<file path="src/design/ccks_pkg.sv">
// Shared types, constants and functions for the ChaCha20 keystream generator.
// Depends on nothing; every other file in design/ refers to it by scoped name.
package ccks_pkg;

  typedef logic [31:0]       word_t;
  typedef logic [3:0][31:0]  quad_t;
  typedef logic [15:0][31:0] blk_t;
  typedef logic [7:0][31:0]  key_t;
  typedef logic [2:0][31:0]  nonce_t;

  // Largest number of bytes one block can give
  localparam int BlkBytes = 64;
  // Entries in the queue between front and back
  localparam int QDepth   = 2;

  // "expand 32-byte k"
  localparam word_t Sigma0 = 32'h6170_7865;
  localparam word_t Sigma1 = 32'h3320_646E;
  localparam word_t Sigma2 = 32'h7962_2D32;
  localparam word_t Sigma3 = 32'h6B20_6574;

  // One block job as handed from front to back
  typedef struct packed {
    logic [6:0] want;
    word_t      ctr;
    nonce_t     nonce;
  } job_t;

  function automatic word_t rotl(word_t v, int unsigned n);
    return (v << n) | (v >> (32 - n));
  endfunction

  // Quarter round on words a, b, c, d (elements 0..3 of q)
  function automatic quad_t qround(quad_t q);
    word_t a;
    word_t b;
    word_t c;
    word_t d;
    quad_t r;
    a = q[0];
    b = q[1];
    c = q[2];
    d = q[3];
    a = a + b; d = rotl(d ^ a, 16);
    c = c + d; b = rotl(b ^ c, 12);
    a = a + b; d = rotl(d ^ a, 8);
    c = c + d; b = rotl(b ^ c, 7);
    r[0] = a;
    r[1] = b;
    r[2] = c;
    r[3] = d;
    return r;
  endfunction

  function automatic blk_t apply_qr(blk_t s, logic [3:0] ia, logic [3:0] ib,
                                    logic [3:0] ic, logic [3:0] id);
    quad_t q;
    blk_t  r;
    r    = s;
    q[0] = s[ia];
    q[1] = s[ib];
    q[2] = s[ic];
    q[3] = s[id];
    q    = qround(q);
    r[ia] = q[0];
    r[ib] = q[1];
    r[ic] = q[2];
    r[id] = q[3];
    return r;
  endfunction

  // Column round: four independent quarter rounds
  function automatic blk_t col_round(blk_t s);
    blk_t r;
    r = apply_qr(s, 4'd0, 4'd4, 4'd8,  4'd12);
    r = apply_qr(r, 4'd1, 4'd5, 4'd9,  4'd13);
    r = apply_qr(r, 4'd2, 4'd6, 4'd10, 4'd14);
    r = apply_qr(r, 4'd3, 4'd7, 4'd11, 4'd15);
    return r;
  endfunction

  // Diagonal round: four independent quarter rounds
  function automatic blk_t diag_round(blk_t s);
    blk_t r;
    r = apply_qr(s, 4'd0, 4'd5, 4'd10, 4'd15);
    r = apply_qr(r, 4'd1, 4'd6, 4'd11, 4'd12);
    r = apply_qr(r, 4'd2, 4'd7, 4'd8,  4'd13);
    r = apply_qr(r, 4'd3, 4'd4, 4'd9,  4'd14);
    return r;
  endfunction

  // Initial block state from key, counter and nonce
  function automatic blk_t init_block(key_t key, word_t ctr, nonce_t nonce);
    blk_t r;
    r[0] = Sigma0;
    r[1] = Sigma1;
    r[2] = Sigma2;
    r[3] = Sigma3;
    for (int i = 0; i < 8; i++) begin
      r[4 + i] = key[i];
    end
    r[12] = ctr;
    r[13] = nonce[0];
    r[14] = nonce[1];
    r[15] = nonce[2];
    return r;
  endfunction

  // Zero the bytes above the wanted ones
  function automatic word_t mask_word(word_t w, logic [2:0] vb);
    word_t r;
    case (vb)
      3'd1:    r = {24'h0, w[7:0]};
      3'd2:    r = {16'h0, w[15:0]};
      3'd3:    r = {8'h0, w[23:0]};
      default: r = w;
    endcase
    return r;
  endfunction

endpackage

</file>
<file path="src/design/ccks_queue.sv">
// Short FIFO of block jobs between the front and the back.
// Depends on ccks_pkg (job_t, QDepth).
module ccks_queue (
  input  logic             clk,
  input  logic             rst_n,
  input  logic             push,
  input  ccks_pkg::job_t   push_job,
  output logic             full,
  input  logic             pop,
  output logic             pop_valid,
  output ccks_pkg::job_t   pop_job
);

  localparam int PtrW = (ccks_pkg::QDepth > 1) ? $clog2(ccks_pkg::QDepth) : 1;
  localparam int CntW = $clog2(ccks_pkg::QDepth + 1);

  ccks_pkg::job_t  mem_r [ccks_pkg::QDepth];
  logic [PtrW-1:0] wr_ptr_r, wr_ptr_nxt;
  logic [PtrW-1:0] rd_ptr_r, rd_ptr_nxt;
  logic [CntW-1:0] cnt_r, cnt_nxt;
  logic            do_push;
  logic            do_pop;

  assign full      = (cnt_r == CntW'(ccks_pkg::QDepth));
  assign pop_valid = (cnt_r != '0);
  assign pop_job   = mem_r[rd_ptr_r];
  assign do_push   = push && !full;
  assign do_pop    = pop && pop_valid;

  // pointer and fill count update
  always_comb begin
    wr_ptr_nxt = wr_ptr_r;
    rd_ptr_nxt = rd_ptr_r;
    cnt_nxt    = cnt_r;
    if (do_push) begin
      wr_ptr_nxt = (wr_ptr_r == PtrW'(ccks_pkg::QDepth - 1)) ? '0 : wr_ptr_r + 1'b1;
    end
    if (do_pop) begin
      rd_ptr_nxt = (rd_ptr_r == PtrW'(ccks_pkg::QDepth - 1)) ? '0 : rd_ptr_r + 1'b1;
    end
    if (do_push && !do_pop) begin
      cnt_nxt = cnt_r + 1'b1;
    end else if (do_pop && !do_push) begin
      cnt_nxt = cnt_r - 1'b1;
    end
  end

  always_ff @(posedge clk) begin
    if (!rst_n) begin
      wr_ptr_r <= '0;
      rd_ptr_r <= '0;
      cnt_r    <= '0;
    end else begin
      wr_ptr_r <= wr_ptr_nxt;
      rd_ptr_r <= rd_ptr_nxt;
      cnt_r    <= cnt_nxt;
    end
  end

  // storage
  always_ff @(posedge clk) begin
    if (do_push) begin
      mem_r[wr_ptr_r] <= push_job;
    end
  end

endmodule

</file>
<file path="config.mk">
export PLATFORM = sky130hd
export DESIGN_NAME = ccks_queue
export DESIGN_NICKNAME = d
export VERILOG_FILES = /design/src/design/ccks_pkg.sv /design/src/design/ccks_queue.sv
export SDC_FILE = /design/constraint.sdc
export NUM_CORES = 1
export LEC_CHECK = 0
export BUFFER_PORTS_ARGS = -buffer_cell sky130_fd_sc_hd__buf_2
export CAP_MARGIN = 5
export CORE_MARGIN = 10
export CORE_UTILIZATION = 52
export CTS_CLUSTER_SIZE = 24
export DETAILED_ROUTE_END_ITERATION = 8
export PLACE_DENSITY_LB_ADDON = 0.05
export SLEW_MARGIN = 5
export SYNTH_ARGS = -nofsm -noshare
export SYNTH_HDL_FRONTEND = slang
export SYNTH_SLANG_ARGS = --single-unit
</file>
<file path="constraint.sdc">
create_clock -name clk -period 8.3 [get_ports clk]
set_input_delay 1.245 -clock clk [delete_from_list [all_inputs] [get_ports clk]]
set_output_delay 1.245 -clock clk [all_outputs]
set_load 0.05 [all_outputs]
</file>
# == Yosys cells after proc, flatten, opt, wreduce, memory -nomap -nowiden ==
# Memories as Yosys holds them, arrays and structs flattened. A register that Yosys moved wholly into a read port is not among the register bits.
# Index checks and enable logic that the tools add are counted.
# totals
reg_bits,4
out_inout_bits,137
memories,1
mem_bits_rw,270
# op_classes
n_eq_ne,1
n_reduce_logical,9
muxes,8
addsub,4
# mem_list
name,words,width,read_ports,rd_ports_with_merged_regs,wr,line,rtl
mem_r,2,135,1,1,1,ccks_queue.sv:17,ccks_pkg::job_t mem_r [ccks_pkg::QDepth];
# op_table
cell,count
1-bit two-way mux,6
1-bit logical AND,4
2-bit two-way mux,2
2-bit nonzero test,2
1-bit zero test,3
1-bit adder (second input constant),2
2-bit by 1-bit adder with 2-bit output (second input constant),1
2-bit equality test (second input constant),1
2-bit by 1-bit subtractor with 2-bit output (second input constant),1

# == Logic depth before layout (Yosys ltp) ==
# depth
depth_word,7
mapped_depth,7

# == Worst setup path after synthesis ==
# OpenSTA, ideal clock, no wires.
# synth_timing
path_type,in2reg
start,input port push
end,memory mem_r[0][0] (netlist bit) (enable)
n_path_buf,0
setup_time_ns,0.606
arrival_ns,6.524
cell_stages,2
slack_ns,1.169
required_time_ns,7.694
cell_sequence,inv_1 > nor3_2
# synth_between
elab_chain_len,3
# synth_lines
element,line,rtl
"start, declared",ccks_queue.sv:6,"input logic push,"
1-bit logical AND,ccks_queue.sv:27,assign do_push = push && !full;
1-bit two-way mux,ccks_queue.sv:62,if (do_push) begin
1-bit two-way mux (not written as such),ccks_queue.sv:63,mem_r[wr_ptr_r] <= push_job;
"end, declared",ccks_queue.sv:17,
# Every way passes these cells.

==> run metrics <==
antenna violations before repair=11; antenna viol nets, final=0; Final setup violation count=0; initial drt markers=351; Final Wtd Congestion=0.765; most common cell after layout, fill and taps aside=buf_2; H-tree levels=1; switch share=36.9%; number of flops mapped to enable cells by yosys=270; RSZ-0062 raised after global routing=false; largest net degree at the start of global routing=about 70; max cap viols=0; post-cts sizing count=0; final HPWL from detailed placement=approximately 15 mm; Max Buffers Root-to-Sink=3; Initial Util=52.6%; fmax=0.223 GHz; postcts setup bufs=0; Rows=51; final period utilization=54.0%; Die X=~160 um; vias in the first global route=5738; VDD IR max=between 0.0002 and 0.00025 V; crit path kind=reg -> out; die area=25600 um^2; Worst setup SP type=flop; Worst Max-Slew Pin Slew=1060 ps; Hold Path Class=reg -> reg; DR vias/cell=about 5.0; post-synthesis instance area=10200 um^2; Worst EP arrival=~3200 ps; global-route wire length before repair=32.1 mm; sequential group share of total power=40.0%; ratio of cells with drive above 1 in the final layout=59.9%; Reg clk slew, reported paths=60 ps; Slew Viols, Final=0; clock power share=25.0%; Avg Cell Area, Syn=22.9 um^2; CTS tree=yes; Num Clock Sinks=275; I/O pin cnt=276; Final Util=65.5%; cells after synthesis=445; via count=about 5100; GRT Util Overall=about 16%; DRC=0; flop and latch count out of synthesis=275; setup TNS=0 ps; hold-fix buffers at CTS=0; synth top area cells=edfxtp_1 80%, mux2_2 9.4%, mux2_4 7.4%; CP endpoint kind=output pin; Power, Total=4.60 mW; Num CTS Buffers=28; most frequent cells in the layout=275 x buf_2, 270 x edfxtp_1, 85 x mux2_2; area leader, netlist=edfxtp_1; GRT overflow=0; fin crit period=approximately 4500 ps; Slew HR=29.2%; pwr dens=363 nW/um^2; chip height=160 um; switching pwr=1.70 mW; warnings from Yosys=0; WP data required=7050 ps; net count reported at finish=879; First-pass DRT Iterations=6; leakage dissipation=just under 5 nW; # port buffers=275; Cell variety after synth=22; Final Hold Violating Endpoints=0; WL final=21.7 mm; worst skew pair latency=520 ps; async set-reset flop share out of synthesis=0%; Critical Path Fanout Max=68; Layout area overhead=24.6%; Comb power frac=a little over a third; Synth top area share=between 70 and 80%; Core Box Area=19300 um^2; WL/cell=21.1 um; post-synth net total=585; clk root buf=clkbuf_16; clock skew=between 9 and 10 ps; status=finished, final reports clean; Seq/Total Area, Yosys=80.7%; internal power=2.91 mW; Top FF cell, synth=edfxtp_1
-- critical path: stages, from the launching register on --
cell and delay (ps):
dfxtp_4 970, buf_4 960, mux2_2 420, buf_2 210
-- flip-flops by register name, summed over array words and instances, names as in the netlist, named ones only --
register and count:
rd_ptr_r 1, mem_r 270, wr_ptr_r 1, cnt_r 2
-- per-stage QoR --
| stage | hold WS (ps) | setup WS (ps) | std cells | cell area, um^2 |
|---|---|---|---|---|
| 3_3_place_gp | 491 | 4420 | 974 | 11800 |
| 6_report | 530 | 3820 | 1028 | 12700 |
| 2_1_floorplan | 479 | 1170 | 445 | 10200 |
| 3_5_place_dp | 521 | 4370 | 974 | 11800 |
| 4_1_cts | 531 | 3810 | 1019 | 12600 |
| 5_1_grt | 564 | 3700 | 1024 | 12700 |
-- cell usage after synthesis (all sizes together), types with 2 or more instances --
| cell | n |
|---|---|
| buf | 15 |
| inv | 2 |
| dfxtp | 5 |
| and2 | 3 |
| edfxtp | 270 |
| xnor2 | 2 |
| o21ai | 2 |
| mux2 | 135 |
| a21boi | 2 |
-- kinds of logic (layout without fill, tap and decap cells) --
| group | Yosys count | after routing | share of synthesized area [%] |
|---|---|---|---|
| flops | 275 | 275 | 80.7 |
| mux | 135 | 135 | 16.8 |
| buf+inv | 17 | 326 | 1.24 |
| simple gates | 9 | 9 | 0.566 |
| compound gates | 5 | 5 | 0.320 |
| xor+xnor | 3 | 3 | 0.258 |
| fa+ha+maj | 1 | 1 | 0.123 |
| other cells | 0 | 9 | 0 |
-- worst paths after layout --
check | from | to | slack (ps) | cells past startpoint
setup / recovery | flop | pop_job[5] | 3820 | 3
hold / removal | cnt_r[1] | cnt_r[1] | 530 | 2
setup reg to reg | cnt_r[0] | mem_r[1][99] | 5530 | 3
hold reg to reg | cnt_r[1] | cnt_r[1] | 530 | 2
-- power groups by stage --
stage / clock [mW] / sequential, mW / combinational [mW]
3_3_place_gp: 0 / 1.86 / 1.61
3_5_place_dp: 0 / 1.88 / 1.63
2_1_floorplan: 0 / 1.84 / 1.34
6_report: 1.15 / 1.84 / 1.61
4_1_cts: 1.18 / 1.85 / 1.63
5_1_grt: 1.24 / 1.87 / 1.68
-- cell type report --
type | instances | area [um^2]
Clock inverter | 12 | 104
Tap cell | 265 | 332
Fill cell | 1398 | 6660
Inverter | 2 | 7.51
Timing Repair Buffer | 279 | 1410
Sequential cell | 275 | 8210
Clock buffer | 33 | 741
Antenna cell | 9 | 22.5
Multi-Input combinational cell | 153 | 1850
-- layer usage --
layer	wire length [um]	global-route usage, %
met5	46	0
met2	11000	27.8
met4	556	6.01
met3	2260	7.07
met1	7830	17.4
(Power assumes the default switching activity.)
