<file path="src/design/ccks_pkg.sv">
// Shared types, constants and functions for the ChaCha20 keystream generator.
// Depends on nothing; every other file in design/ refers to it by scoped name.
package ccks_pkg;

  typedef logic [31:0]       word_t;
  typedef logic [3:0][31:0]  quad_t;
  typedef logic [15:0][31:0] blk_t;
  typedef logic [7:0][31:0]  key_t;
  typedef logic [2:0][31:0]  nonce_t;

  // Largest number of bytes one block can give
  localparam int BlkBytes = 64;
  // Entries in the queue between front and back
  localparam int QDepth   = 2;

  // "expand 32-byte k"
  localparam word_t Sigma0 = 32'h6170_7865;
  localparam word_t Sigma1 = 32'h3320_646E;
  localparam word_t Sigma2 = 32'h7962_2D32;
  localparam word_t Sigma3 = 32'h6B20_6574;

  // One block job as handed from front to back
  typedef struct packed {
    logic [6:0] want;
    word_t      ctr;
    nonce_t     nonce;
  } job_t;

  function automatic word_t rotl(word_t v, int unsigned n);
    return (v << n) | (v >> (32 - n));
  endfunction

  // Quarter round on words a, b, c, d (elements 0..3 of q)
  function automatic quad_t qround(quad_t q);
    word_t a;
    word_t b;
    word_t c;
    word_t d;
    quad_t r;
    a = q[0];
    b = q[1];
    c = q[2];
    d = q[3];
    a = a + b; d = rotl(d ^ a, 16);
    c = c + d; b = rotl(b ^ c, 12);
    a = a + b; d = rotl(d ^ a, 8);
    c = c + d; b = rotl(b ^ c, 7);
    r[0] = a;
    r[1] = b;
    r[2] = c;
    r[3] = d;
    return r;
  endfunction

  function automatic blk_t apply_qr(blk_t s, logic [3:0] ia, logic [3:0] ib,
                                    logic [3:0] ic, logic [3:0] id);
    quad_t q;
    blk_t  r;
    r    = s;
    q[0] = s[ia];
    q[1] = s[ib];
    q[2] = s[ic];
    q[3] = s[id];
    q    = qround(q);
    r[ia] = q[0];
    r[ib] = q[1];
    r[ic] = q[2];
    r[id] = q[3];
    return r;
  endfunction

  // Column round: four independent quarter rounds
  function automatic blk_t col_round(blk_t s);
    blk_t r;
    r = apply_qr(s, 4'd0, 4'd4, 4'd8,  4'd12);
    r = apply_qr(r, 4'd1, 4'd5, 4'd9,  4'd13);
    r = apply_qr(r, 4'd2, 4'd6, 4'd10, 4'd14);
    r = apply_qr(r, 4'd3, 4'd7, 4'd11, 4'd15);
    return r;
  endfunction

  // Diagonal round: four independent quarter rounds
  function automatic blk_t diag_round(blk_t s);
    blk_t r;
    r = apply_qr(s, 4'd0, 4'd5, 4'd10, 4'd15);
    r = apply_qr(r, 4'd1, 4'd6, 4'd11, 4'd12);
    r = apply_qr(r, 4'd2, 4'd7, 4'd8,  4'd13);
    r = apply_qr(r, 4'd3, 4'd4, 4'd9,  4'd14);
    return r;
  endfunction

  // Initial block state from key, counter and nonce
  function automatic blk_t init_block(key_t key, word_t ctr, nonce_t nonce);
    blk_t r;
    r[0] = Sigma0;
    r[1] = Sigma1;
    r[2] = Sigma2;
    r[3] = Sigma3;
    for (int i = 0; i < 8; i++) begin
      r[4 + i] = key[i];
    end
    r[12] = ctr;
    r[13] = nonce[0];
    r[14] = nonce[1];
    r[15] = nonce[2];
    return r;
  endfunction

  // Zero the bytes above the wanted ones
  function automatic word_t mask_word(word_t w, logic [2:0] vb);
    word_t r;
    case (vb)
      3'd1:    r = {24'h0, w[7:0]};
      3'd2:    r = {16'h0, w[15:0]};
      3'd3:    r = {8'h0, w[23:0]};
      default: r = w;
    endcase
    return r;
  endfunction

endpackage

</file>
<file path="src/design/ccks_front.sv">
// Front end: takes request words, clamps the byte count, tracks counter and nonce.
// Depends on ccks_pkg (job_t, BlkBytes); feeds ccks_queue.
module ccks_front (
  input  logic             clk,
  input  logic             rst_n,
  input  logic             in_valid,
  output logic             in_ready,
  input  logic [6:0]       in_block_bytes,
  input  logic             in_end_of_request,
  input  logic             q_full,
  output logic             q_push,
  output ccks_pkg::job_t   q_job
);

  ccks_pkg::word_t  ctr_r, ctr_nxt;
  logic [95:0]      nonce_r, nonce_nxt;
  logic [6:0]       want_sat;
  logic             accept;

  assign in_ready = !q_full;
  assign accept   = in_valid && !q_full;

  // clamp to one full block
  assign want_sat = (in_block_bytes > 7'(ccks_pkg::BlkBytes)) ?
                    7'(ccks_pkg::BlkBytes) : in_block_bytes;

  // a block with no wanted bytes is counted but never queued
  assign q_push      = accept && (want_sat != '0);
  assign q_job.want  = want_sat;
  assign q_job.ctr   = ctr_r;
  assign q_job.nonce = nonce_r;

  // counter steps per block; end of request clears it and steps the nonce
  always_comb begin
    ctr_nxt   = ctr_r;
    nonce_nxt = nonce_r;
    if (accept) begin
      if (in_end_of_request) begin
        ctr_nxt   = '0;
        nonce_nxt = nonce_r + 96'd1;
      end else begin
        ctr_nxt = ctr_r + 32'd1;
      end
    end
  end

  always_ff @(posedge clk) begin
    if (!rst_n) begin
      ctr_r   <= '0;
      nonce_r <= '0;
    end else begin
      ctr_r   <= ctr_nxt;
      nonce_r <= nonce_nxt;
    end
  end

endmodule

</file>
<file path="config.mk">
export PLATFORM = sky130hd
export DESIGN_NAME = ccks_front
export DESIGN_NICKNAME = d
export VERILOG_FILES = /design/src/design/ccks_pkg.sv /design/src/design/ccks_front.sv
export SDC_FILE = /design/constraint.sdc
export NUM_CORES = 1
export LEC_CHECK = 0
export BUFFER_PORTS_ARGS = -buffer_cell sky130_fd_sc_hd__buf_2
export CORE_MARGIN = 10
export CORE_UTILIZATION = 35
export DETAILED_ROUTE_END_ITERATION = 8
export GPL_TIMING_DRIVEN = 0
export PLACE_DENSITY = 0.58
export REMOVE_ABC_BUFFERS = 1
export SYNTH_ARGS = -nofsm -noshare
export SYNTH_HDL_FRONTEND = slang
export SYNTH_SLANG_ARGS = --single-unit
</file>
<file path="constraint.sdc">
create_clock -name clk -period 5.9 [get_ports clk]
set_input_delay 1.18 -clock clk [delete_from_list [all_inputs] [get_ports clk]]
set_output_delay 1.18 -clock clk [all_outputs]
set_load 0.1 [all_outputs]
</file>
* Word level (Yosys, flattened, before mapping)
Index checks and enable logic that the tools add are counted.
** Cells by class
- Add/subtract/negate cells :: 2
- $mul :: 0
- Divide/modulo/power cells :: 0
- Magnitude comparators :: 1
- Equality and inequality tests :: 0
- Shifts and indexed selects :: 0
- Mux-type cells :: 2
- Bitwise logic cells :: 0
- Reductions and logical operators :: 5
** Operators by type and width (count)
- $add A96 B1 Y96 const B :: 1
- $add A32 B1 Y32 const B :: 1
- $mux W32 :: 1
- $gt A7 B7 Y1 const B :: 1
- $mux W7 :: 1
- $reduce_bool A7 Y1 :: 1
- $logic_and A1 B1 Y1 :: 2
- $reduce_and A2 Y1 :: 1
- $logic_not A1 Y1 :: 1
** Storage, ports and cells
- Bits in registers :: 128
- Bits in latches :: 0
- Bits in writable memories :: 0
- Memory bits (read-only) :: 0
- Input port bits :: 12
- Output and inout bits :: 137
- Word-level logic and storage cells :: 12
- Memories kept :: 0

* Logic depth before layout (Yosys ltp)
Gate-level depths: netlist of the first run.
- Depth after elaboration :: 4
- Mapped depth :: 7

* Least setup slack after synthesis of the first run
No wires, ideal clock.
- Kind :: input to output
- Start point :: input q_full
- End point :: output q_push
- Arrival :: 2.808 ns
- Required time :: 4.720 ns
- Slack :: 1.912 ns
- Cell stages on the path :: 2
- Buffers on the path :: 0
- Cell sequence :: nand2b_1 a21oi_1
** On the way
- Cells in the longest elaborated chain, start to end :: 3
** RTL lines
- from (decl) :: RTL line ccks_front.sv:10 : input logic q_full,
- $logic_not A1 Y1 :: RTL line ccks_front.sv:21 : assign accept = in_valid && !q_full;
- $logic_and A1 B1 Y1 :: RTL line ccks_front.sv:21
- $logic_and A1 B1 Y1 :: RTL line ccks_front.sv:28 : assign q_push = accept && (want_sat != '0);
- to (decl) :: RTL line ccks_front.sv:11 : output logic q_push,
No other way between the ends.

* Worst setup path in the final report of the first run
- Start point :: input q_full
- End point :: register nonce_r[93]
** On the way
- Cells in the longest elaborated chain, start to end :: 3
** RTL lines
- $logic_not A1 Y1 :: RTL line ccks_front.sv:21
- $logic_and A1 B1 Y1 :: RTL line ccks_front.sv:21
- $reduce_and A2 Y1 (no line)
- to (signal assigned) :: RTL line ccks_front.sv:53 : nonce_r <= nonce_nxt;
- to (decl) :: RTL line ccks_front.sv:16 : logic [95:0] nonce_r, nonce_nxt;
No other way between the ends.
A chain may end at the register's enable or synchronous reset.

==> results of run 1 <==
sequential cells by signal (all words and copies together), names as in the netlist:
| name | cells |
|---|---|
| ctr_r | 32 |
| nonce_r | 96 |
cells in the final DEF, fill, tap and decap left out, types with 4 or more instances in the layout:
cell type / instances
a21oi_1: 63
and2_1: 7
and3_1: 15
and4_1: 12
buf_2: 148
bufinv_16: 4
clkbuf_16: 17
clkbuf_8: 4
dfxtp_1: 128
inv_1: 12
mux2i_1: 7
nand2_1: 58
nand2b_1: 9
nand3_1: 64
nand4_1: 59
nand4b_1: 5
nor2_1: 78
nor2b_1: 8
nor3_1: 14
nor4_1: 30
nor4_2: 8
o21ai_0: 30
o31ai_1: 28
or3_1: 30
or4_1: 33
xnor2_1: 20
xor2_1: 37
metal layers:
metal	wire length, um	vias to the layer above	global-route usage, %
met4	335	0	5.74
met2	9960	216	26.9
li1	-	3331	-
met1	9700	3197	22.4
met5	0	-	0
met3	1800	26	5.98
cell type report:
type                    instances  share of cell area (%)
inverters                      13                   0.627
clock buffers                  23                    5.97
well taps                     234                    3.58
clock inverters                 9                    1.88
repair buffers                150                    9.49
flip-flops and latches        128                    31.3
multi-input cells             637                    47.1
worst max-delay path: stages:
cell and delay [ns]:
buf_2 0.15, nand4b_1 0.42, nor4_2 0.88, nand4_1 0.82, or4_1 0.73, a21oi_1 0.15
where the power goes:
group / leakage [nW] / internal [mW] / switching (mW) / total (mW)
combinational: 1.56 / 0.0123 / 0.0594 / 0.0716
clock: 0.309 / 0.752 / 0.402 / 1.15
sequential: 1.03 / 0.866 / 0.00210 / 0.868
total: 2.90 / 1.63 / 0.464 / 2.09
worst max path at each step:
| stage | from | end | slack, ns | depth (start not counted) |
|---|---|---|---|---|
| after CTS | q_full | nonce_r[93] | 1.94 | 6 |
| after global placement | q_full | nonce_r[93] | 1.48 | 6 |
| final | q_full | nonce_r[93] | 1.91 | 6 |
| after floorplan | q_full | q_push | 1.91 | 2 |
| after detailed placement | q_full | nonce_r[93] | 1.51 | 6 |
| after global routing | q_full | nonce_r[93] | 1.82 | 6 |
cells by family (layout without fill, tap and decap cells):
family                     after synthesis  after routing  share of synthesized area [%]
AOI/OAI and AO/OA                      127            127                           11.0
xor gates and xnor gates                57             57                           7.58
adders and majority gates                2              2                          0.380
buffers and inverters                   46            195                           2.68
DFF                                    128            128                           38.9
muxes                                    7              7                           1.06
and+or+nand+nor                        444            444                           38.4
==> flow_metrics.py, run 1 <==
metrics = {
    "die": {
        "core_area_mm2": 0.0186,
        "dieHeight_um": 157,
        "fp-row-count": 50,
        "ios": 149,
        "start_util_pct": 35.4,
        "dieWidth_um": 157,
        "fp.dieArea_mm2": 0.0247,
    },
    "layout": {
        "stdcell_count": 1194,
        "drive_above_1_share_pct": 20.6,
        "stdcell_area_mm2": 0.00818,
        "antennaDiodeCount": 0,
        "fin_util_pct": 44.0,
        "fillers": 1919,
        "ff_latch_area_mm2": 0.00256,
        "nets": 961,
        "areaGrowthSynthToFinish_pct": 24.2,
        "multi_input_area_mm2": 0.00385,
    },
    "timing": {
        "fin_crit_ns": 3.99,
        "setup_slack_ns": 1.91,
        "max_freq_mhz": 251,
        "hold_slack_ns": 0.477,
        "finalSetupViolCount": 0,
        "min_period_over_period_pct": 67.6,
        "tightest_slew_ns": 1.26,
        "finalHoldViolCount": 0,
        "grt_setup_unrepaired": "false",
        "slew_viol_final": 0,
        "skew_ns": 0.00853,
        "setup_tns_ns": 0,
        "slew_headroom_pct": 14.9,
    },
    "placement": {
        "gp_congestion": 0.842,
        "dp_cells": 1162,
        "dpl_cell_area_mm2": 0.00754,
        "hpwl_um": 15900,
        "pre_cts_ws_ns": 1.51,
        "port_buffers": 148,
    },
    "synthesis": {
        "synth-seq-area-share_pct": 38.9,
        "synth_edf_count": 0,
        "yosys.area.top_type": "dfxtp_1",
        "synth_cells": 811,
        "synth_cell_types": 42,
        "synth_area_mm2": 0.00659,
        "synth_area_leaders": "dfxtp_1 39%, nand4_1 5.6%, xor2_1 4.9%",
        "synth_common_cells": "128 x dfxtp_1, 78 x nor2_1, 64 x nand3_1",
        "synth_ff_type": "dfxtp_1",
        "yosys_warnings": 0,
        "synth_top_area_share_pct": 38.9,
        "async_flop_share_pct": 0,
        "yosysMostFrequentCell": "dfxtp_1",
        "ys_seq_elements": 128,
        "syn-mean-instance-area_um2": 8.12,
    },
    "critical_path": {
        "cp_max_fo": 16,
        "rr_endpoint": "nonce_r[84]",
        "crit_path_end_kind": "register",
        "crit_required_ns": 6.25,
        "worstPathArrival_ns": 4.34,
        "regToRegSetupSlack_ns": 2.34,
        "r2r_cells": 5,
        "rr_startpoint": "nonce_r[31]",
        "start_kind": "primary input",
        "worstSetupPathType": "in -> reg",
    },
    "run": {
        "cap_violations": 0,
    },
    "pwr": {
        "p_per_area_mw_per_mm2": 256,
        "p_total_mw": 2.09,
        "max-vdd-ir-drop_v": 0.000232,
        "p_leak_nw": 2.90,
    },
    "cts": {
        "root_buffer": "clkbuf_16",
        "path_clk_slew_ns": 0.06,
        "cts_setup_buffers": 0,
        "cts_made_buffers": 17,
        "cts.path.max_buffers": 2,
        "cts_tree": "built",
        "clkLatencyLatePin_ns": 0.42,
        "holdBufCountCts": 0,
        "cts-htree-levels": 4,
        "clkSinkCount": 128,
        "cts_resized": 0,
    },
    "global_routing": {
        "antenna_found_initial": 0,
        "grt_pass1_vias": 6325,
        "grt_max_degree": 55,
        "grt_overflow_total": 0,
        "grt.total_usage_pct": 17.5,
        "grt_first_pass_wirelength_um": 34700,
    },
    "detailed_routing": {
        "drtIter0Drc": 414,
        "dr.pass1.iters": 7,
        "vias_per_cell": 5.67,
        "dr_total_vias": 6770,
        "route.detailed.drc": 0,
        "wl_per_cell_um": 18.3,
        "drt_wl_total_um": 21800,
        "final_antenna_net_count": 0,
    },
    "hold_path": {
        "hold_class": "reg -> reg",
        "min_path_cells": 2,
        "hp-start": "nonce_r[95]",
        "hold_path_end": "nonce_r[95]",
    },
    "outcome": {
        "status": "completed",
    },
}
Power figures use the tool's default switching activity.
==> inputs of run 2 (changes only) <==
Settings changed: PLACE_DENSITY 0.58 to 0.6.
Clock period 5.9 ns to 3.4 ns, I/O delays scaled along.
==> flow_metrics.py, run 2 (same netlist as run 1, synthesis figures left out) <==
metrics = {
    "timing": {
        "tightest_slew_ns": 1.20,
        "finalSetupViolCount": 0,
        "setup_tns_ns": 0,
        "slew_viol_final": 0,
        "max_freq_mhz": 312,
        "skew_ns": 0.00927,
        "grt_setup_unrepaired": "false",
        "setup_slack_ns": 0.193,
        "finalHoldViolCount": 0,
        "min_period_over_period_pct": 94.3,
        "slew_headroom_pct": 19.2,
        "fin_crit_ns": 3.21,
        "hold_slack_ns": 0.473,
    },
    "detailed_routing": {
        "vias_per_cell": 5.65,
        "drt_wl_total_um": 21600,
        "wl_per_cell_um": 18.0,
        "drtIter0Drc": 485,
        "dr.pass1.iters": 5,
        "final_antenna_net_count": 0,
        "dr_total_vias": 6776,
        "route.detailed.drc": 0,
    },
    "critical_path": {
        "crit_required_ns": 3.75,
        "regToRegSetupSlack_ns": 0.19,
        "rr_startpoint": "nonce_r[31]",
        "crit_path_end_kind": "register",
        "r2r_cells": 5,
        "cp_max_fo": 17,
        "rr_endpoint": "nonce_r[84]",
        "worstPathArrival_ns": 3.56,
        "worstSetupPathType": "reg -> reg",
        "start_kind": "register",
    },
    "die": {
        "start_util_pct": 35.4,
        "ios": 149,
        "fp.dieArea_mm2": 0.0247,
        "dieHeight_um": 157,
        "fp-row-count": 50,
        "dieWidth_um": 157,
        "core_area_mm2": 0.0186,
    },
    "cts": {
        "cts-htree-levels": 4,
        "clkSinkCount": 128,
        "cts.path.max_buffers": 2,
        "path_clk_slew_ns": 0.06,
        "holdBufCountCts": 0,
        "cts_made_buffers": 17,
        "root_buffer": "clkbuf_16",
        "clkLatencyLatePin_ns": 0.43,
        "cts_tree": "built",
    },
    "global_routing": {
        "antenna_found_initial": 0,
        "grt.total_usage_pct": 16.9,
        "grt_first_pass_wirelength_um": 33600,
        "grt_max_degree": 51,
        "grt_overflow_total": 0,
        "grt_pass1_vias": 6236,
    },
    "pwr": {
        "p_per_area_mw_per_mm2": 424,
        "p_leak_nw": 2.92,
        "max-vdd-ir-drop_v": 0.000363,
        "p_total_mw": 3.47,
    },
    "layout": {
        "fin_util_pct": 44.0,
        "layout_commonest_cell": "buf_2",
        "largest_reg_flops": 96,
        "nets": 966,
        "areaGrowthSynthToFinish_pct": 24.1,
        "top_regs": "nonce_r (96), ctr_r (32)",
        "fillers": 1887,
        "stdcell_count": 1199,
        "antennaDiodeCount": 0,
        "largest-register": "nonce_r",
        "stdcell_area_mm2": 0.00817,
        "final_cell_mix": "148 x buf_2, 128 x dfxtp_1, 78 x nor2_1, 64 x nand3_1, 63 x a21oi_1",
        "drive_above_1_share_pct": 21.3,
    },
    "outcome": {
        "status": "completed",
    },
    "placement": {
        "port_buffers": 148,
        "dp_cells": 1162,
        "hpwl_um": 15800,
        "gp_congestion": 0.829,
        "dpl_cell_area_mm2": 0.00753,
        "pre_cts_ws_ns": -0.406,
    },
    "hold_path": {
        "hold_class": "reg -> reg",
        "hp-start": "nonce_r[95]",
        "min_path_cells": 2,
        "hold_path_end": "nonce_r[95]",
    },
    "run": {
        "cap_violations": 0,
    },
}
[run 2: cell types whose count changed in the layout (fill, tap and decap cells not counted), sizes merged]
cell and change:
buf +5, inv +2, clkinvlp -1, clkbuf -4, clkinv +5, bufinv -2
[run 2: timing repair]
item / in CTS / in global routing
setup buffers: 0 / 5
resized for setup: 1 / 0
pin swaps: 1 / 2
endpoints found under the setup margin: 19 / 16
cloned: 0 / 0
[run 2: layout make-up]
class | count | area, um2 | area share [%]
Inverter | 13 | 51.3 | 0.628
Clock buffer | 19 | 453 | 5.54
Sequential cell | 128 | 2560 | 31.4
Clock inverter | 13 | 136 | 1.67
Tap cell | 234 | 293 | 3.58
Timing Repair Buffer | 155 | 806 | 9.86
Multi-Input combinational cell | 637 | 3870 | 47.4
[run 2: worst max path at each step]
stage | startpoint | slack, ns | endpoint
final | nonce_r[31] | 0.19 | nonce_r[84]
after global routing | nonce_r[31] | 0.03 | nonce_r[84]
after CTS | q_full | 0.03 | nonce_r[93]
after detailed placement | q_full | -0.41 | nonce_r[93]
after global placement | q_full | -0.42 | nonce_r[93]
after floorplan | nonce_r[51] | -0.003 | nonce_r[91]
[run 2: power breakdown]
| group | switching [mW] | internal [mW] | total, mW | leakage (nW) |
|---|---|---|---|---|
| registers | 0.00389 | 1.50 | 1.51 | 1.03 |
| logic | 0.102 | 0.0203 | 0.122 | 1.59 |
| clock network | 0.721 | 1.12 | 1.84 | 0.293 |
| total | 0.827 | 2.64 | 3.47 | 2.92 |
[run 2: worst max-delay path, cell delays in order (launching register included)]
cell	delay, ns
dfxtp_1	0.47
nand4_1	0.33
nor4_4	0.71
nand4_1	0.75
or4_1	0.72
a21oi_1	0.15
[run 2: metal layers]
| layer | vias up | part of all wire (%) | track usage [%] |
|---|---|---|---|
| li1 | 3342 | - | - |
| met1 | 3213 | 45 | 21.4 |
| met2 | 200 | 45 | 26.7 |
| met3 | 21 | 8.6 | 5.73 |
| met4 | 0 | 1.2 | 4.99 |
| met5 | - | 0 | 0 |
==> inputs of run 3 (changes only) <==
Settings changed: RECOVER_POWER set to 50.
==> flow_metrics.py, run 3 (same netlist as run 1, synthesis figures left out) <==
metrics = {
    "cts": {
        "root_buffer": "clkbuf_16",
        "holdBufCountCts": 0,
        "path_clk_slew_ns": 0.06,
        "cts_made_buffers": 17,
        "clkSinkCount": 128,
        "cts.path.max_buffers": 2,
        "cts_tree": "built",
        "cts-htree-levels": 4,
        "clkLatencyLatePin_ns": 0.42,
    },
    "layout": {
        "top_regs": "nonce_r (96), ctr_r (32)",
        "layout_commonest_cell": "dfxtp_1",
        "largest_reg_flops": 96,
        "nets": 966,
        "antennaDiodeCount": 0,
        "largest-register": "nonce_r",
        "fillers": 1949,
        "stdcell_area_mm2": 0.00802,
        "stdcell_count": 1199,
        "drive_above_1_share_pct": 8.91,
        "areaGrowthSynthToFinish_pct": 21.8,
        "final_cell_mix": "128 x dfxtp_1, 120 x clkbuf_1, 78 x nor2_1, 64 x nand3_1, 63 x a21oi_1",
    },
    "critical_path": {
        "crit_path_end_kind": "register",
        "crit_buf_inv": 0,
        "cp_max_fo": 17,
        "regToRegSetupSlack_ns": 0.17,
        "path_depth": 5,
        "worstSetupPathType": "reg -> reg",
        "crit_slowest_cell": "nand4_1",
        "crit_required_ns": 3.75,
        "crit_family": "simple AND/OR/NAND/NOR gates",
        "rr_startpoint": "nonce_r[30]",
        "worstPathArrival_ns": 3.58,
        "start_kind": "register",
        "worstPathCellList": "nand4_1 -> nor4_4 -> nand4_1 -> or4_1 -> a21oi_1",
        "rr_endpoint": "nonce_r[84]",
        "cpMostUsedCell": "nand4_1",
        "cpPeakStageDelay_ns": 0.75,
        "r2r_cells": 5,
    },
    "pwr": {
        "p_per_area_mw_per_mm2": 432,
        "p_leak_nw": 2.40,
        "max-vdd-ir-drop_v": 0.000360,
    },
    "hold_path": {
        "min_path_cells": 2,
        "hp-start": "nonce_r[95]",
        "hold_path_end": "nonce_r[95]",
        "hold_class": "reg -> reg",
    },
    "detailed_routing": {
        "drtIter0Drc": 537,
        "wl_per_cell_um": 18.0,
        "vias_per_cell": 5.63,
        "drt_wl_total_um": 21500,
        "dr_total_vias": 6754,
        "dr.pass1.iters": 6,
        "final_antenna_net_count": 0,
        "route.detailed.drc": 0,
    },
    "placement": {
        "port_buffers": 148,
        "dp_cells": 1162,
        "hpwl_um": 15800,
        "dpl_cell_area_mm2": 0.00753,
        "gp_congestion": 0.829,
    },
    "timing": {
        "min_period_over_period_pct": 95.1,
        "slew_viol_final": 0,
        "slew_headroom_pct": 16.9,
        "fin_crit_ns": 3.23,
        "finalHoldViolCount": 0,
        "tightest_slew_ns": 1.25,
        "skew_ns": 0.00909,
        "grt_setup_unrepaired": "false",
        "max_freq_mhz": 309,
        "finalSetupViolCount": 0,
        "setup_tns_ns": 0,
    },
    "die": {
        "dieWidth_um": 157,
        "ios": 149,
        "fp.dieArea_mm2": 0.0247,
        "dieHeight_um": 157,
        "fp-row-count": 50,
        "start_util_pct": 35.4,
        "core_area_mm2": 0.0186,
    },
    "run": {
        "cap_violations": 0,
    },
    "global_routing": {
        "grt_max_degree": 51,
        "antenna_found_initial": 0,
        "grt_first_pass_wirelength_um": 33600,
        "grt.total_usage_pct": 16.9,
        "grt_overflow_total": 0,
        "grt_pass1_vias": 6236,
    },
    "outcome": {
        "status": "completed",
    },
}
==> run 3: through the flow <==
stage                     setup WS (ns)  utilization [%]  total power, mW  hold WS, ns
after floorplan                -0.00316                -             1.62        0.798
after global routing             0.0294             43.2             3.57        0.501
after detailed placement         -0.406             40.5             1.66        0.470
after global placement           -0.424             40.3             1.66        0.467
after CTS                        0.0337             43.7             3.50        0.479
final                             0.166             43.2             3.46        0.474
==> run 3: worst max-delay path by stage <==
stage	endpoint	slack, ns	from
floorplan	nonce_r[91]	-0.003	nonce_r[51]
global placement	nonce_r[93]	-0.42	q_full
detailed placement	nonce_r[93]	-0.41	q_full
CTS	nonce_r[93]	0.03	q_full
global route	nonce_r[84]	0.03	nonce_r[31]
finish	nonce_r[84]	0.17	nonce_r[30]
==> run 3: layer usage <==
layer | share of wire (%) | vias to the layer above | track usage, %
met5 | 0 | - | 0
met4 | 1.2 | 0 | 4.99
li1 | - | 3344 | -
met3 | 8.3 | 17 | 5.73
met2 | 45 | 198 | 26.7
met1 | 45 | 3195 | 21.4
==> run 3: cell type report <==
class,count,area (um2),share of cell area [%]
tap,234,293,3.65
clock buffer,19,453,5.65
sequential,128,2560,32.0
inverter,13,51.3,0.640
clock inverter,13,136,1.70
timing repair buffer,155,656,8.17
multi-input combinational,637,3870,48.2
==> run 3: worst reg2reg max path, stage by stage (launching register included) <==
cell	delay, ns
dfxtp_1	0.48
nand4_1	0.34
nor4_4	0.71
nand4_1	0.75
or4_1	0.73
a21oi_1	0.15
==> run 3: what timing repair did <==
action,4_1_cts,5_1_grt
pin swaps,1,2
setup buffers,0,5
resized for setup,1,0
setup endpoints to repair,19,16
==> run 3: power breakdown <==
group	switching, mW	total [mW]	internal (mW)
registers	0.00397	1.51	1.50
clock network	0.720	1.84	1.12
logic	0.102	0.121	0.0182
